## config.mk

```make
export PLATFORM = sky130hd
export DESIGN_NAME = mbe_ramp
export DESIGN_NICKNAME = d
export VERILOG_FILES = /design/src/rtl/mbe_pkg.sv /design/src/rtl/mbe_ramp.sv
export SDC_FILE = /design/constraint.sdc
export NUM_CORES = 1
export LEC_CHECK = 0
export BUFFER_PORTS_ARGS = -buffer_cell sky130_fd_sc_hd__clkbuf_2
export CORE_UTILIZATION = 40
export DETAILED_ROUTE_END_ITERATION = 16
export HOLD_SLACK_MARGIN = 0.06
export PLACE_DENSITY = 0.66
export SYNTH_ARGS = -nofsm -noshare
export SYNTH_HDL_FRONTEND = slang
export SYNTH_SLANG_ARGS = --single-unit
```

## constraint.sdc

```tcl
create_clock -name clk -period 3.4 [get_ports clk]
set_input_delay 0.34 -clock clk [delete_from_list [all_inputs] [get_ports clk]]
set_output_delay 0.34 -clock clk [all_outputs]
set_load 0.05 [all_outputs]
```

## src/rtl/mbe_pkg.sv

```systemverilog
// shared types and constants of the mandelbrot escape-time pixel core
package mbe_pkg;

    // register and field widths
    localparam int CFG_W   = 13;
    localparam int DEN_W   = 20;
    localparam int COUNT_W = 6;
    localparam int RED_W   = 8;
    localparam int GREEN_W = 8;
    localparam int BLUE_W  = 7;

    // register reset values
    localparam logic [CFG_W-1:0] WIDTH_RESET  = 13'd1000;
    localparam logic [CFG_W-1:0] HEIGHT_RESET = 13'd700;

    // coordinate mapping: (p*scale - offset*size) / (den_scale*size)
    localparam int X_SCALE   = 247;
    localparam int X_OFFSET  = 200;
    localparam int Y_SCALE   = 224;
    localparam int Y_OFFSET  = 112;
    localparam int DEN_SCALE = 100;

    // color ramp
    localparam int RED_SCALE   = 255;
    localparam int GREEN_SCALE = 163;
    localparam int GREEN_BASE  = 7;
    localparam int BLUE_SCALE  = 100;

    typedef enum logic [0:0] {
        CFG_IMAGE_WIDTH  = 1'b0,
        CFG_IMAGE_HEIGHT = 1'b1
    } cfg_index_t;

    typedef enum logic [2:0] {
        ST_IDLE,
        ST_MAP,
        ST_CHECK,
        ST_UPDATE,
        ST_DONE
    } state_t;

    typedef struct packed {
        logic load;
        logic mult;
        logic update;
    } iter_ctrl_t;

    typedef struct packed {
        logic out_of_range;
        logic escaped;
    } iter_stat_t;

endpackage

```

## src/rtl/mbe_ramp.sv

```systemverilog
// incremental color ramp: quotient and remainder tracked per step
module mbe_ramp #(
    parameter int MAX_ITERATIONS = 50
) (
    input  logic                          clk,
    input  logic                          init,
    input  logic                          step,
    output logic [mbe_pkg::RED_W-1:0]     red,
    output logic [mbe_pkg::GREEN_W-1:0]   green,
    output logic [mbe_pkg::BLUE_W-1:0]    blue
);
    import mbe_pkg::*;

    localparam int NW = $clog2(MAX_ITERATIONS + 1);

    localparam logic [NW:0]        LIMIT   = (NW+1)'(MAX_ITERATIONS);
    localparam logic [RED_W-1:0]   R_STEP  = RED_W'(RED_SCALE / MAX_ITERATIONS);
    localparam logic [NW:0]        R_FRAC  = (NW+1)'(RED_SCALE % MAX_ITERATIONS);
    localparam logic [GREEN_W-1:0] G_STEP  = GREEN_W'(GREEN_SCALE / MAX_ITERATIONS);
    localparam logic [NW:0]        G_FRAC  = (NW+1)'(GREEN_SCALE % MAX_ITERATIONS);
    localparam logic [BLUE_W-1:0]  B_STEP  = BLUE_W'(BLUE_SCALE / MAX_ITERATIONS);
    localparam logic [NW:0]        B_FRAC  = (NW+1)'(BLUE_SCALE % MAX_ITERATIONS);

    logic [RED_W-1:0]   red_q_reg, red_q_next;
    logic [NW-1:0]      red_rem_reg, red_rem_next;
    logic [GREEN_W-1:0] green_q_reg, green_q_next;
    logic [NW-1:0]      green_rem_reg, green_rem_next;
    logic [BLUE_W-1:0]  blue_q_reg, blue_q_next;
    logic [NW-1:0]      blue_rem_reg, blue_rem_next;

    logic [NW:0] red_sum;
    logic        red_wrap;
    logic [NW:0] green_sum;
    logic        green_wrap;
    logic        blue_borrow;

    assign red_sum     = {1'b0, red_rem_reg} + R_FRAC;
    assign red_wrap    = red_sum >= LIMIT;
    assign green_sum   = {1'b0, green_rem_reg} + G_FRAC;
    assign green_wrap  = green_sum >= LIMIT;
    assign blue_borrow = {1'b0, blue_rem_reg} < B_FRAC;

    always_comb
    begin
        red_q_next     = red_q_reg;
        red_rem_next   = red_rem_reg;
        green_q_next   = green_q_reg;
        green_rem_next = green_rem_reg;
        blue_q_next    = blue_q_reg;
        blue_rem_next  = blue_rem_reg;
        if (init)
        begin
            red_q_next     = '0;
            red_rem_next   = '0;
            green_q_next   = GREEN_W'(GREEN_BASE);
            green_rem_next = '0;
            blue_q_next    = BLUE_W'(BLUE_SCALE);
            blue_rem_next  = '0;
        end
        else if (step)
        begin
            red_rem_next   = red_wrap ? NW'(red_sum - LIMIT) : NW'(red_sum);
            red_q_next     = red_q_reg + R_STEP + RED_W'(red_wrap);
            green_rem_next = green_wrap ? NW'(green_sum - LIMIT) : NW'(green_sum);
            green_q_next   = green_q_reg + G_STEP + GREEN_W'(green_wrap);
            // blue counts down from full scale
            blue_rem_next  = blue_borrow ? NW'({1'b0, blue_rem_reg} + LIMIT - B_FRAC)
                                         : NW'({1'b0, blue_rem_reg} - B_FRAC);
            blue_q_next    = blue_q_reg - B_STEP - BLUE_W'(blue_borrow);
        end
    end

    always_ff @(posedge clk)
    begin
        red_q_reg     <= red_q_next;
        red_rem_reg   <= red_rem_next;
        green_q_reg   <= green_q_next;
        green_rem_reg <= green_rem_next;
        blue_q_reg    <= blue_q_next;
        blue_rem_reg  <= blue_rem_next;
    end

    assign red   = red_q_reg;
    assign green = green_q_reg;
    assign blue  = blue_q_reg;

endmodule

```

# Word-level counts from Yosys, hierarchy flattened
# Index checks and enable logic that the tools add are counted.
# word_totals
reg_bits	35
in_bits	3
output_inout_bits	23
elab_cells	18
# classes
magnitude_cmp	2
add_sub_neg	9
n_mux	2
# op_table
op	n
$add 8x1->8	2
$ge 7x6->1 const B	2
$mux 6	2
$sub 6x6->6 const B	2
$add 8x2->8 const B	1
$add 8x3->8 const B	1
$add 6x3->7 const B	1
$add 6x4->7 const B	1
$sub 7x2->7 const B	1

# Longest topological paths before layout
# logic_depth
word_depth	3
ltp_mapped	15
mapped_depth_nobuf	14

# Worst setup path after synthesis
# Ideal clock, no wire load.
# synth_timing
kind	register to register
from	register red_rem_reg[0]
to	register red_q_reg[6], in the netlist red[6]
setup_ns	0.071
path_slack_ns	0.798
n_path_buf	1
synth_period_minus_slack_ns	2.602
required_ns	3.329
t_arrival_ns	2.531
stages_incl_launch_ff	15
path_cell_list	dfxtp_1 > ha_1 > buf_2 > xor2_1 > ha_1 > inv_1 > a31oi_1 > o2111ai_1 > nand2_2 > ha_1 > inv_1 > ha_1 > o211ai_1 > or3_1 > a21oi_1
# synth_via
elab_chain_len	3
# synth_lines
element	line_no	rtl
from (decl)	mbe_ramp.sv:25	logic [NW-1:0] red_rem_reg, red_rem_next;
from (signal assigned)	mbe_ramp.sv:76	red_rem_reg <= red_rem_next;
$add 6x3->7	mbe_ramp.sv:37	assign red_sum = {1'b0, red_rem_reg} + R_FRAC;
$ge 7x6->1	mbe_ramp.sv:38	assign red_wrap = red_sum >= LIMIT;
$add 8x1->8	mbe_ramp.sv:63	red_q_next = red_q_reg + R_STEP + RED_W'(red_wrap);
to (signal assigned)	mbe_ramp.sv:75	red_q_reg <= red_q_next;
to (decl)	mbe_ramp.sv:24	logic [RED_W-1:0] red_q_reg, red_q_next;
# No other way between the ends.
# A chain may end at the register's enable or synchronous reset.

# Worst setup path after layout
# layout_timing
from	register green_rem_reg[0]
to	register green_q_reg[6], in the netlist green[6]
# layout_via
elab_chain_len	3
# layout_lines
element	line_no	rtl
from (decl)	mbe_ramp.sv:27	logic [NW-1:0] green_rem_reg, green_rem_next;
from (signal assigned)	mbe_ramp.sv:78	green_rem_reg <= green_rem_next;
$add 6x4->7	mbe_ramp.sv:39	assign green_sum = {1'b0, green_rem_reg} + G_FRAC;
$ge 7x6->1	mbe_ramp.sv:40	assign green_wrap = green_sum >= LIMIT;
$add 8x1->8	mbe_ramp.sv:65	green_q_next = green_q_reg + G_STEP + GREEN_W'(green_wrap);
to (signal assigned)	mbe_ramp.sv:77	green_q_reg <= green_q_next;
to (decl)	mbe_ramp.sv:26	logic [GREEN_W-1:0] green_q_reg, green_q_next;
# No other way between the ends.

==> flow_summary.yaml <==
synth:
  synthesis.instances: 270
  ys.warnings.count: 0
  postSynthRegisterBits: 34
  postSynthNetCount: 284
  number_of_flops_mapped_to_enable_cells_by_yosys: 0
  synth_sequential_area_ratio: 0.306
  asyncSetResetFlopFracSynth: 0
  avgSynthCellArea_sq_um: 8.23
  post_synth_cell_types: 64
  mappedNetlistArea_sq_mm: 0.00222
  synth_flop_cell: "sky130_fd_sc_hd__dfxtp_1"
power:
  ir_drop_mv: 0.236
  total_leakage_power_uw: 0.00101
  post-layout-total-power_uw: 1180
  p_per_area_mw_per_mm2: 488
routing:
  detail_route.drc_violations: 0
  wl_met2_microns: 2150
  wirelength_met1_microns: 2110
  drt-pass1-iter-count: 4
  met3WireLength_microns: 190
  vias_per_cell: 5.44
  totalWireLength_microns: 4520
  vias: 1935
  wire_per_inst_microns: 12.7
  routed.top_layer: "met4"
  postRouteAntennaNets: 0
  initialDrtViolationCount: 137
timing:
  report.final.slew_viol_count: 0
  max_slew.worst_pin.slew_ps: 835
  final_report_hold_violation_count: 0
  finalSetupViolations: 0
  setup_repair_after_global_routing_missed_its_margin: "no"
  finClkSkew_ps: 4.54
  fin_crit_period_ps: 3020
  max_freq_mhz: 331
  min_period_over_period: 0.888
  timing.max_slew.rel_slack: 0.443
  finalSetupTns_ps: 0
run_status:
  run_status: "completed"
worst_setup_path:
  reg2reg_setup_slack_ps: 380
  type_of_origin_of_the_critical_path: "flip-flop"
  critical_path.reg2reg.endpoint: "green[6]"
  arrival_ps: 3170
  critPathSlowestCell: "sky130_fd_sc_hd__dfxtp_1"
  worstReg2RegStart: "green_rem_reg[0]"
  top_cell_by_count_worst_path: "sky130_fd_sc_hd__ha_1"
  worst_setup_path_end_kind: "flip-flop"
  worst-path-buf-inv: 1
  critPathTopFamily: "adder cells"
  path_max_fanout: 9
  delay_contributed_by_the_slowest_stage_of_the_critical_path_ps: 430
  reg2reg_depth: 13
  critical_path.cell_chain: "ha_1 > xor2_1 > ha_1 > a21boi_1 > o211ai_2 > a21oi_4 > ha_1 > ha_1 > inv_1 > and3_1 > nand4_1 > xor2_1 > nor2_1"
  type_of_the_setup_path_with_the_least_slack: "flip-flop to flip-flop"
  critPathRequiredTime_ps: 3550
  cp_num_cells: 13
floorplan:
  core_region_area_sq_mm: 0.00524
  floorplan_die_area_sq_mm: 0.00586
  ioPinCount: 26
  initial_utilization: 0.425
  die-width_microns: 76.6
  fp.dieH_microns: 76.6
  row_count: 26
cts:
  cts_tree: "done"
  cts.htree.levels: 2
  max-clock-path-buffers: 2
  count_of_hold_buffers_inserted_by_post_cts_repair: 0
  postCtsSetupRepairBufs: 0
  clock_insertion_delay_worst_skew_ps: 290
  numCtsBuffers: 5
  postCtsResizedCells: 0
  cts.reportedPaths.clkPinSlew_ps: 80
  clock-sinks: 34
  clock-root-buffer: "sky130_fd_sc_hd__clkbuf_8"
layout:
  most_common_cell_after_layout_fill_and_taps_aside: "sky130_fd_sc_hd__dfxtp_1"
  final_cells: 356
  nNetsFinal: 299
  final_cell_mix: "sky130_fd_sc_hd__dfxtp_1, sky130_fd_sc_hd__nor2_1, sky130_fd_sc_hd__clkbuf_2, sky130_fd_sc_hd__nand2_1, sky130_fd_sc_hd__a21oi_1"
  layout.filler_cells: 522
  layout_cell_share_with_drive_strength_beyond_1: 0.168
  area_delta_synth_final_pct: 8.89
  ant_diodes: 0
hold_path:
  min_to: "green[7]"
  worst_hold_path_type: "flip-flop to flip-flop"
  hold_path.startpoint: "green[7]"
  timing.hold.worst_path_depth: 2
flow_run:
  max_cap_violations: 0
place:
  count_of_buffers_inserted_at_the_top_level_ports: 24
  gpl.final_weighted_congestion: 0.835
  place.detailed.instances: 348
  hpwl_microns: 2990
global_routing:
  gr-total-overflow: 0
  wire_length_of_the_first_global_routing_pass_microns: 7760
  first_global_vias: 1733
  grt_antenna_before_repair: 0
  maximum_number_of_pins_on_one_net_before_global_route_repair: 45
  grtUsageTotal: 0.160
==> cell type report <==
cell class                 count  area (sq um)  share of cell area
clock buffer                   6          82.6              0.0341
clock inverter                 2          16.3             0.00672
inverter                      17          63.8              0.0264
multi-input combinational    202          1360               0.563
sequential                    34           681               0.281
tap                           70          87.6              0.0362
timing repair buffer          25           128              0.0527
==> routing by layer <==
metal  vias to the layer above  GRT usage
met5                         -          0
met4                         0     0.0596
met3                        12     0.0335
met2                        49      0.263
met1                       893      0.205
li1                        981          -
==> Yosys cell counts (all sizes together) (4+ instances only) <==
cell,number,area share
o211ai,5,0.019
a21oi,18,0.046
xnor2,8,0.032
nor4,5,0.014
clkbuf,6,0.015
ha,11,0.062
inv,17,0.029
o21ai,15,0.035
nor2,27,0.046
nor3,12,0.032
dfxtp,34,0.31
nand2,20,0.035
nand3,5,0.016
buf,10,0.033
nand4,4,0.011
a31oi,8,0.023
nand2b,9,0.025
mux2i,4,0.024
xor2,12,0.047
or3,4,0.011
==> through the flow <==
stage	utilization	hold WS [ps]	worst slack [ps]	cell area, sq um
after floorplan	-	525	798	2220
after global placement	0.443	467	402	2320
after detailed placement	0.443	480	375	2320
after CTS	0.462	494	351	2420
after global routing	0.462	522	75.3	2420
final	0.462	490	380	2420
==> cell families (layout without fill, tap and decap cells) <==
| family | Yosys count | after routing | synth area share |
|---|---|---|---|
| AOI/OAI and AO/OA | 66 | 66 | 0.205 |
| xor gates and xnor gates | 20 | 20 | 0.0788 |
| adders and majority gates | 11 | 11 | 0.0619 |
| buffers and inverters | 34 | 50 | 0.0810 |
| DFF | 34 | 34 | 0.306 |
| muxes | 6 | 6 | 0.0355 |
| other | 1 | 1 | 0.00169 |
| and+or+nand+nor | 98 | 98 | 0.230 |
==> power by group <==
part           total, uW  switching (uW)  internal [uW]
clock                334             167            167
sequential           494            60.3            433
combinational        353             225            128
==> how the worst max path moves through the flow <==
stage | start | endpoint | slack, ps
2_1_floorplan | red_rem_reg[0] | red[6] | 800
3_3_place_gp | green_rem_reg[0] | green[6] | 400
3_5_place_dp | green_rem_reg[0] | green[6] | 380
4_1_cts | green_rem_reg[0] | green[6] | 350
5_1_grt | green_rem_reg[0] | green[6] | 80
6_report | green_rem_reg[0] | green[6] | 380
==> worst register-to-register path, stage by stage (launching register included) <==
cell and delay (ps):
sky130_fd_sc_hd__dfxtp_1 430, sky130_fd_sc_hd__ha_1 420, sky130_fd_sc_hd__xor2_1 190, sky130_fd_sc_hd__ha_1 280, sky130_fd_sc_hd__a21boi_1 210, sky130_fd_sc_hd__o211ai_2 160
sky130_fd_sc_hd__a21oi_4 280, sky130_fd_sc_hd__ha_1 230, sky130_fd_sc_hd__ha_1 150, sky130_fd_sc_hd__inv_1 40, sky130_fd_sc_hd__and3_1 200, sky130_fd_sc_hd__nand4_1 110
sky130_fd_sc_hd__xor2_1 150, sky130_fd_sc_hd__nor2_1 50
No activity file was read; power rests on OpenSTA's default activity.
