### src/rtl/mbe_pkg.sv
// shared types and constants of the mandelbrot escape-time pixel core
package mbe_pkg;

    // register and field widths
    localparam int CFG_W   = 13;
    localparam int DEN_W   = 20;
    localparam int COUNT_W = 6;
    localparam int RED_W   = 8;
    localparam int GREEN_W = 8;
    localparam int BLUE_W  = 7;

    // register reset values
    localparam logic [CFG_W-1:0] WIDTH_RESET  = 13'd1000;
    localparam logic [CFG_W-1:0] HEIGHT_RESET = 13'd700;

    // coordinate mapping: (p*scale - offset*size) / (den_scale*size)
    localparam int X_SCALE   = 247;
    localparam int X_OFFSET  = 200;
    localparam int Y_SCALE   = 224;
    localparam int Y_OFFSET  = 112;
    localparam int DEN_SCALE = 100;

    // color ramp
    localparam int RED_SCALE   = 255;
    localparam int GREEN_SCALE = 163;
    localparam int GREEN_BASE  = 7;
    localparam int BLUE_SCALE  = 100;

    typedef enum logic [0:0] {
        CFG_IMAGE_WIDTH  = 1'b0,
        CFG_IMAGE_HEIGHT = 1'b1
    } cfg_index_t;

    typedef enum logic [2:0] {
        ST_IDLE,
        ST_MAP,
        ST_CHECK,
        ST_UPDATE,
        ST_DONE
    } state_t;

    typedef struct packed {
        logic load;
        logic mult;
        logic update;
    } iter_ctrl_t;

    typedef struct packed {
        logic out_of_range;
        logic escaped;
    } iter_stat_t;

endpackage

### src/rtl/mbe_map.sv
// bit-serial pixel-to-complex coordinate mapper (restoring divider)
module mbe_map #(
    parameter int COORD_BITS = 12,
    parameter int FRAC_BITS  = 26,
    parameter int SCALE      = 247,
    parameter int OFFSET     = 200
) (
    input  logic                                  clk,
    input  logic                                  rst_n,
    input  logic                                  start,
    input  logic [COORD_BITS-1:0]                 coord,
    input  logic [mbe_pkg::CFG_W-1:0]             size,
    output logic                                  busy,
    output logic signed [COORD_BITS+FRAC_BITS+2:0] value
);
    import mbe_pkg::*;

    localparam int QW    = COORD_BITS + FRAC_BITS + 2;
    localparam int MAGW  = (COORD_BITS + 8 > CFG_W + 8) ? COORD_BITS + 8 : CFG_W + 8;
    localparam int NUMW  = MAGW + FRAC_BITS;
    localparam int CNTW  = $clog2(QW + 1);

    logic              run_reg, run_next;
    logic [CNTW-1:0]   cnt_reg, cnt_next;
    logic [DEN_W-1:0]  rem_reg, rem_next;
    logic [QW-1:0]     quot_reg, quot_next;
    logic [DEN_W-1:0]  den_reg, den_next;
    logic              neg_reg, neg_next;

    logic [CFG_W-1:0]  size_eff;
    logic [MAGW-1:0]   pos;
    logic [MAGW-1:0]   negp;
    logic [MAGW-1:0]   mag;
    logic              neg;
    logic [NUMW-1:0]   num;
    logic [DEN_W-1:0]  den;
    logic [DEN_W:0]    trial;
    logic [DEN_W:0]    den_ext;
    logic              ge;
    logic [QW:0]       mag_q;

    // operand setup at start
    always_comb
    begin
        size_eff = (size == '0) ? CFG_W'(1) : size;
        pos      = MAGW'(coord) * MAGW'(SCALE);
        negp     = MAGW'(size_eff) * MAGW'(OFFSET);
        den      = DEN_W'(size_eff) * DEN_W'(DEN_SCALE);
        neg      = negp > pos;
        mag      = neg ? (negp - pos) : (pos - negp);
        num      = NUMW'(mag) << FRAC_BITS;
    end

    // one quotient bit per cycle
    assign den_ext = {1'b0, den_reg};
    assign trial   = {rem_reg, quot_reg[QW-1]};
    assign ge      = trial >= den_ext;

    always_comb
    begin
        run_next  = run_reg;
        cnt_next  = cnt_reg;
        rem_next  = rem_reg;
        quot_next = quot_reg;
        den_next  = den_reg;
        neg_next  = neg_reg;
        if (start)
        begin
            run_next  = 1'b1;
            cnt_next  = CNTW'(QW);
            // high part of the numerator is below den, so it fits
            rem_next  = DEN_W'(num >> QW);
            quot_next = num[QW-1:0];
            den_next  = den;
            neg_next  = neg;
        end
        else if (run_reg)
        begin
            rem_next  = ge ? DEN_W'(trial - den_ext) : DEN_W'(trial);
            quot_next = {quot_reg[QW-2:0], ge};
            cnt_next  = cnt_reg - CNTW'(1);
            if (cnt_reg == CNTW'(1))
            begin
                run_next = 1'b0;
            end
        end
    end

    always_ff @(posedge clk or negedge rst_n)
    begin
        if (!rst_n)
        begin
            run_reg <= 1'b0;
            cnt_reg <= '0;
        end
        else
        begin
            run_reg <= run_next;
            cnt_reg <= cnt_next;
        end
    end

    always_ff @(posedge clk)
    begin
        rem_reg  <= rem_next;
        quot_reg <= quot_next;
        den_reg  <= den_next;
        neg_reg  <= neg_next;
    end

    // floor toward minus infinity on the negative side
    assign mag_q = {1'b0, quot_reg} + (QW+1)'(rem_reg != '0);
    assign value = neg_reg ? signed'(-mag_q) : signed'({1'b0, quot_reg});
    assign busy  = run_reg;

endmodule

### config.mk
export PLATFORM = sky130hd
export DESIGN_NAME = mbe_map
export DESIGN_NICKNAME = d
export VERILOG_FILES = /design/src/rtl/mbe_pkg.sv /design/src/rtl/mbe_map.sv
export SDC_FILE = /design/constraint.sdc
export NUM_CORES = 1
export LEC_CHECK = 0
export BUFFER_PORTS_ARGS = -buffer_cell sky130_fd_sc_hd__buf_2
export CELL_PAD_IN_SITES_DETAIL_PLACEMENT = 0
export CELL_PAD_IN_SITES_GLOBAL_PLACEMENT = 1
export CORE_MARGIN = 4
export CORE_UTILIZATION = 48
export DETAILED_ROUTE_END_ITERATION = 10
export HOLD_SLACK_MARGIN = 0.03
export PLACE_DENSITY = 0.94
export SLEW_MARGIN = 5
export SYNTH_ARGS = -nofsm -noshare
export SYNTH_HDL_FRONTEND = slang
export SYNTH_SLANG_ARGS = --single-unit
### constraint.sdc
create_clock -name clk -period 4.7 [get_ports clk]
set_input_delay 0.47 -clock clk [delete_from_list [all_inputs] [get_ports clk]]
set_output_delay 0.47 -clock clk [all_outputs]
set_load 0.005 [all_outputs]
**After elaboration in Yosys (flattened, before gate mapping)**

Cells that the tools add are included.

- Output and inout port bits: 42
- Latch bits: 0
- Memories kept: 0
- Memory bits (writable): 0
- Memory bits (read-only): 0
- Register bits: 86

- Reduce and logical (&&, ||, !) cells: 3
- Order comparisons: 2
- Equal/unequal tests: 1
- Shift operators: 0
- Add/sub/neg operators: 6
- Divide/modulo/power cells: 0
- Multipliers: 3
- Bitwise logic cells: 0
- Mux-type cells: 13

Operators with widths:

| operator | count |
|---|---|
| 40-bit two-way mux | 2 |
| 40-bit by 1-bit adder with 41-bit output | 1 |
| 41-bit two-way mux | 1 |
| 41-bit negator | 1 |
| 13-bit by 5-bit multiplier with 18-bit output (second input constant) | 2 |
| 21-bit by 20-bit >= comparator with 1-bit output | 1 |
| 21-bit by 20-bit > comparator with 1-bit output | 1 |
| 21-bit two-way mux | 1 |
| 20-bit by 21-bit subtractor with 21-bit output | 1 |
| 21-bit by 20-bit subtractor with 21-bit output | 1 |
| 12-bit by 8-bit multiplier with 20-bit output (second input constant) | 1 |
| 20-bit two-way mux | 1 |
| 20-bit nonzero test | 1 |
| 20-bit subtractor | 1 |
| 7-bit two-way mux | 2 |
| 13-bit logical NOT | 1 |
| 13-bit two-way mux | 1 |
| 6-bit two-way mux | 2 |
| 6-bit by 1-bit equality test with 1-bit output (second input constant) | 1 |
| 6-bit by 1-bit subtractor with 6-bit output (second input constant) | 1 |
| 1-bit two-way mux | 3 |
| 2-bit nonzero test | 1 |

**Logic depth before layout (Yosys ltp)**

Gate-level depths: netlist of the first run.

- Depth in word-level cells: 6
- Gate-level depth with buffers: 35

**Worst setup path before layout of the first run**

Ideal clock, no wire load.

- Kind: in2reg
- From: in size[4] (netlist name)
- To: reg quot_reg[37] (data pin)
- Cell stages on the path: 33
- Arrival: 7059 ps
- Library setup time: 257 ps
- Path slack: -2616 ps
- Buffers on the path: 3
- Required time: 4443 ps
- Cell sequence: inv_1 ha_1 nand4b_1 or4_1 clkbuf_1 nand2_1 inv_1 ha_1 ha_1 inv_1 fa_1 inv_1 ha_1 nor2b_1 o21ai_0 nand2b_1 a21o_1 a21o_1 a21o_1 a41o_1 o41ai_1 xor2_1 ha_1 buf_2 nand4_4 or4_4 o2111ai_1 a21oi_1 a211o_1 buf_6 mux2_4 or3_1 a32o_1

- Word-level cells in the longest chain between the ends: 6

RTL lines:

| item | RTL line | RTL |
|---|---|---|
| start, declared | mbe_map.sv:12 | `input logic [mbe_pkg::CFG_W-1:0] size,` |
| 13-bit logical NOT | mbe_map.sv:45 | `size_eff = (size == '0) ? CFG_W'(1) : size;` |
| 13-bit two-way mux (*) | mbe_map.sv:45 |  |
| 13-bit by 5-bit multiplier with 18-bit output (*) | mbe_map.sv:47 | `negp = MAGW'(size_eff) * MAGW'(OFFSET);` |
| 20-bit by 21-bit subtractor with 21-bit output, or another cell as far along | mbe_map.sv:50 | `mag = neg ? (negp - pos) : (pos - negp);` |
| 21-bit two-way mux (*) | mbe_map.sv:50 |  |
| 40-bit two-way mux (*) | mbe_map.sv:67 | `if (start)` |
| named net quot_next[37] | mbe_map.sv:26 | `logic [QW-1:0] quot_reg, quot_next;` |
| end signal, assigned | mbe_map.sv:106 | `quot_reg <= quot_next;` |
| end, declared | mbe_map.sv:26 |  |

Mark *: on every way through the listed nets, which the timed path passes. The rest lies on a longest branch.
A chain may end at the register's enable or synchronous reset.

**Worst setup path after layout of the first run**

- From: in size[7] (netlist name)
- To: reg quot_reg[37] (data pin)

The elaborated chain is that of the path after synthesis.

==> impl_metrics.yaml, run 1 <==
floorplan:
  pin_count: 70
  die_w_um: 169
  initial_core_util_pct: 49.2
  die_area_um2: 28600
  rows: 58
  chipHeight_um: 169
  core_um2: 25300
synth:
  ys.flop_type: "edfxtp_1"
  synth_top_cell_by_area: "ha_1"
  yosysMostFrequentCell: "inv_1"
  yosys-top-cells-count: "inv_1, ha_1, a21oi_1, nand2_1, nor2_1"
  synth_area_um2: 12500
  yosysTopAreaCellShare_pct: 19.3
  synthesis.nets: 1799
  synth_edf_count: 40
  synthArstFlopShare_pct: 8.14
  postSynthCellCount: 1521
  synth_cell_types: 78
  ys_ff_latch: 86
  avgSynthCellArea_um2: 8.19
  yosys_warnings: 0
  synth_area_leaders: "ha_1, edfxtp_1, fa_1"
  ys_seq_area_share_pct: 17.3
clock_network:
  tritoncts: "done"
  clk_pin_slew_ns: 0.07
  clock-sinks: 86
  cts_buffers: 9
  cts_max_path_buffers: 2
  clock-root-buffer: "clkbuf_16"
  htree_levels: 3
  insertion_delay_ns: 0.35
sta:
  setup_ws_ns: -1.90
  max_clock_freq_ghz: 0.151
  post-route-period-util_pct: 141
  relSlewSlack_pct: 40.4
  finalHoldViolCount: 0
  rsz0062_at_grt: "true"
  final.min_clock_period_ns: 6.60
  holdWs_ns: 0.497
  worst_clock_skew_ns: 0.00669
  drv_slew: 0
  fin_tns_setup_ns: -36.11
  finalSetupViolCount: 21
  worstMarginPinSlew_ns: 0.894
global_route:
  antenna_found_initial: 0
  grt_pass1_vias: 11800
  grt_pass1_wl_um: 54000
  grt_max_degree: 55
  track_usage_pct: 22.5
  overflow: 0
drt:
  wl_um: 32800
  dr.first_iter.drc_count: 636
  wl_met3_um: 1230
  drtPass1Iterations: 7
  wl_per_cell_um: 15.2
  wl_met1_um: 13900
  vias: 11700
  highest_layer: "met4"
  ant_nets: 0
  drc: 0
  vias_per_cell: 5.43
  wl_met2_um: 16400
worst_setup_path:
  arrival_ns: 6.71
  critPathMostFrequentCell: "ha_4"
  cp-end-kind: "register"
  rr_startpoint: "rem_reg[6]"
  crit_slowest_cell: "or4_4"
  worst_path_largest_cell_delay_ns: 0.58
  cp_data_required_time_ns: 4.80
  path_class: "input pin to register"
  start_kind: "input pin"
  crit_start: "size[7]"
  critPathMaxFanout: 7
layout:
  fillerInstances: 2088
  final_nets: 2092
  areaGrowthSynthToFinish_pct: 28.9
  largest_register_ffs: 40
  drive_above_1_share_pct: 25.3
  diodes: 0
status:
  failed_checks: "negative setup slack"
  status: "finished with violations"
flow_run:
  drv_cap: 0
place:
  gp_congestion: 0.952
  dp_slack_ns: -2.34
  portBuffers: 69
  place_hpwl_um: 25900
min_path:
  hold_path.class: "input pin to asynchronous set/reset pin"
==> layout by cell type, fill, tap and decap left out, types with 59 or more instances in the layout <==
cell	count
nand2_1	104
buf_4	249
inv_1	219
nor2_1	85
xnor2_1	67
a21oi_1	104
ha_1	174
buf_2	59
o21ai_0	69
a21o_1	65
==> cell type report <==
type	count	area [um2]	share of cell area, %
multi-input combinational	1147	9790	61.0
timing repair buffer	333	2450	15.3
sequential	86	2160	13.4
inverter	237	930	5.79
tap	330	413	2.57
clock buffer	9	225	1.40
clock inverter	7	81.3	0.507
==> cells by family (layout without fill, tap and decap cells) <==
family | Yosys count | count (layout) | share of synthesized area (%)
compound gates | 392 | 392 | 20.2
simple gates | 356 | 356 | 13.9
buf+inv | 288 | 586 | 8.96
fa+ha+maj | 250 | 250 | 28.6
xor+xnor | 103 | 103 | 7.24
flops | 86 | 86 | 17.3
mux | 46 | 46 | 3.77
==> routing by layer <==
metal  vias up  track usage, %
met5         -               0
met3        83            2.71
met1      5467            26.8
met4         0            9.28
met2       270            41.0
li1       5850               -
==> final timing paths <==
path / endpoint / slack (ns) / cells past startpoint
min in group clk: quot_reg[1] / 0.50 / 2
hold reg to reg: quot_reg[1] / 0.50 / 2
setup reg to reg: rem_reg[5] / 1.78 / 11
max in group asynchronous: busy / 4.02 / 2
setup / recovery: quot_reg[37] / -1.90 / 31
hold / removal: cnt_reg[1] / 0.50 / 2
==> critical path: cells and delay by family <==
family	cells	cell delay, ns
buf+inv	5	0.27
fa+ha+maj	6	1.46
compound gates	9	1.84
mux	1	0.32
simple gates	9	2.04
xor+xnor	1	0.31
==> stage by stage <==
step	cells	util, %	instance area (um2)
floorplan	1521	-	12700
global placement	2090	58.9	14900
detailed placement	2090	58.9	14900
CTS	2143	62.5	15800
global route	2149	63.4	16100
finish	2149	63.4	16100
==> timing repair <==
| action | CTS | global route |
|---|---|---|
| setup buffers | 35 | 12 |
| hold endpoints to repair | 7 | 0 |
| pin swaps | 67 | 37 |
| cloned | 1 | 0 |
| hold buffers | 1 | 0 |
| gates resized for setup | 73 | 46 |
| setup endpoints to repair | 21 | 31 |
Power of run 1 is not shown: default switching activity piles up to over one toggle a cycle in this logic, so the estimate is an artifact.
==> inputs of run 2 (changes only) <==
Settings changed: BUFFER_PORTS_ARGS -buffer_cell sky130_fd_sc_hd__buf_2 to default, CORE_UTILIZATION 48 to 51, DONT_BUFFER_PORTS from default to 1, PLACE_DENSITY 0.94 to 0.95.
==> run 2 against run 1 <==
Compared with the run above:
- the run still ends with negative setup slack left
- highest routed layer unchanged
- fmax grew 1.4%
- flip-flop and latch count did not move
- critical path depth fell by 7
==> impl_metrics.yaml, run 2 (synthesized netlist as in run 1, its figures left out) <==
worst_setup_path:
  rr_startpoint: "rem_reg[6]"
  cp-end-kind: "register"
  critPathMaxFanout: 5
  start_kind: "input pin"
  crit_start: "coord[4]"
  critPathMostFrequentCell: "fa_1"
  path_class: "input pin to register"
  cp_data_required_time_ns: 4.80
  crit_slowest_cell: "fa_1"
  reg2regPathDepth: 11
  crit_chain: "clkinvlp_4 > fa_1 > inv_2 > fa_1 > inv_1 > fa_1 > fa_1 > inv_2 > ha_4 > and3_4 > nand3_2 > and4_4 > nor2_2 > a311o_1 > xor2_1 > ha_1 > nand4_4 > or4_4 > o2111ai_2 > a21oi_1 > a211o_2 > mux2_4 > or3_1 > a32o_1"
  arrival_ns: 6.61
  worst_path_largest_cell_delay_ns: 0.58
drt:
  wl_per_cell_um: 16.0
  vias_per_cell: 5.52
  drc: 0
  ant_nets: 0
  wl_um: 32400
  vias: 11200
  drtPass1Iterations: 5
  dr.first_iter.drc_count: 488
place:
  dp.cells: 1979
  place_hpwl_um: 25400
  portBuffers: 0
  gp_congestion: 0.913
  dpl_cell_area_um2: 14300
layout:
  diodes: 0
  largest_register_ffs: 40
  final_area_um2: 15400
  fin_cells: 2027
  most-common-layout-cells: "inv_1, buf_4, ha_1"
  final_common_cell: "inv_1"
  drive_above_1_share_pct: 20.7
  fillerInstances: 1904
  areaGrowthSynthToFinish_pct: 23.6
  final_nets: 1981
floorplan:
  core_um2: 23800
  pin_count: 70
  die_w_um: 164
  initial_core_util_pct: 52.4
  rows: 56
  chipHeight_um: 164
  die_area_um2: 27000
min_path:
  hold_path.class: "input pin to register"
  hold_depth: 1
  min_from: "start"
status:
  status: "finished with violations"
  failed_checks: "negative setup slack"
clock_network:
  cts_buffers: 9
  clock-root-buffer: "clkbuf_16"
  tritoncts: "done"
  clock-sinks: 86
  htree_levels: 3
  cts_max_path_buffers: 2
  clk_pin_slew_ns: 0.06
  insertion_delay_ns: 0.35
sta:
  drv_slew: 0
  relSlewSlack_pct: 32.2
  final.min_clock_period_ns: 6.51
  setup_ws_ns: -1.81
  worstMarginPinSlew_ns: 1.02
  finalHoldViolCount: 0
  rsz0062_at_grt: "true"
  max_clock_freq_ghz: 0.154
  worst_clock_skew_ns: 0.00557
  post-route-period-util_pct: 139
  finalSetupViolCount: 21
global_route:
  grt_pass1_wl_um: 52000
  grt_max_degree: 73
  track_usage_pct: 23.4
  grt_pass1_vias: 11300
  overflow: 0
  antenna_found_initial: 0
flow_run:
  drv_cap: 0
-- run 2: cell types whose count changed in the layout (fill, tap and decap cells not counted), sizes merged --
cell,delta
clkinv,-1
clkbuf,+2
clkinvlp,+2
bufinv,-1
inv,-3
buf,-110
-- run 2: metrics by stage --
| step | util (%) | hold slack [ns] | setup slack, ns | TNS, ns |
|---|---|---|---|---|
| global placement | 60.3 | 0.175 | -2.12 | -39.98 |
| detailed placement | 60.3 | 0.175 | -2.25 | -42.89 |
| finish | 64.8 | 0.204 | -1.81 | -34.16 |
| CTS | 63.2 | 0.191 | -1.74 | -32.96 |
| global route | 64.8 | 0.194 | -2.02 | -38.60 |
| floorplan | - | 0.174 | -2.11 | -39.10 |
-- run 2: worst paths after layout --
kind,end,slack (ns)
worst min register to register,quot_reg[1],0.51
worst max register to register,rem_reg[4],1.31
min in group asynchronous,cnt_reg[0],0.46
worst min-delay path,rem_reg[18],0.20
max in group asynchronous,busy,3.96
worst max-delay path,quot_reg[37],-1.81
-- run 2: layer usage --
| metal | GRT usage (%) | part of all wire [%] | vias to the layer above |
|---|---|---|---|
| met1 | 28.5 | 42 | 5270 |
| met5 | 0 | 0 | - |
| met4 | 9.23 | 3.5 | 0 |
| li1 | - | - | 5619 |
| met2 | 41.8 | 50 | 236 |
| met3 | 2.89 | 4.1 | 65 |
-- run 2: worst max-delay path: cells and delay by family --
family	cells	cell delay, ns
adders and majority gates	6	2.75
and+or+nand+nor	7	1.38
AOI/OAI and AO/OA	5	1.24
muxes	1	0.32
buffers and inverters	4	0.27
xor gates and xnor gates	1	0.17
-- run 2: cell type report --
type                       instances  area (um2)  share of cell area, %
timing repair buffer             222        1730                   11.2
multi-input combinational       1147        9860                   64.0
sequential                        86        2160                   14.0
tap                              319         399                   2.59
clock inverter                     4        30.0                  0.195
clock buffer                      12         258                   1.67
inverter                         237         962                   6.25
-- run 2: repair_timing --
action | in CTS | in global routing
gates resized for setup | 49 | 67
endpoints found under the hold margin | 7 | 0
pin swaps | 38 | 53
cloned | 1 | 0
setup endpoints to repair | 21 | 26
hold buffers | 1 | 0
setup buffers | 20 | 11
Power of run 2 is left out for the same reason.
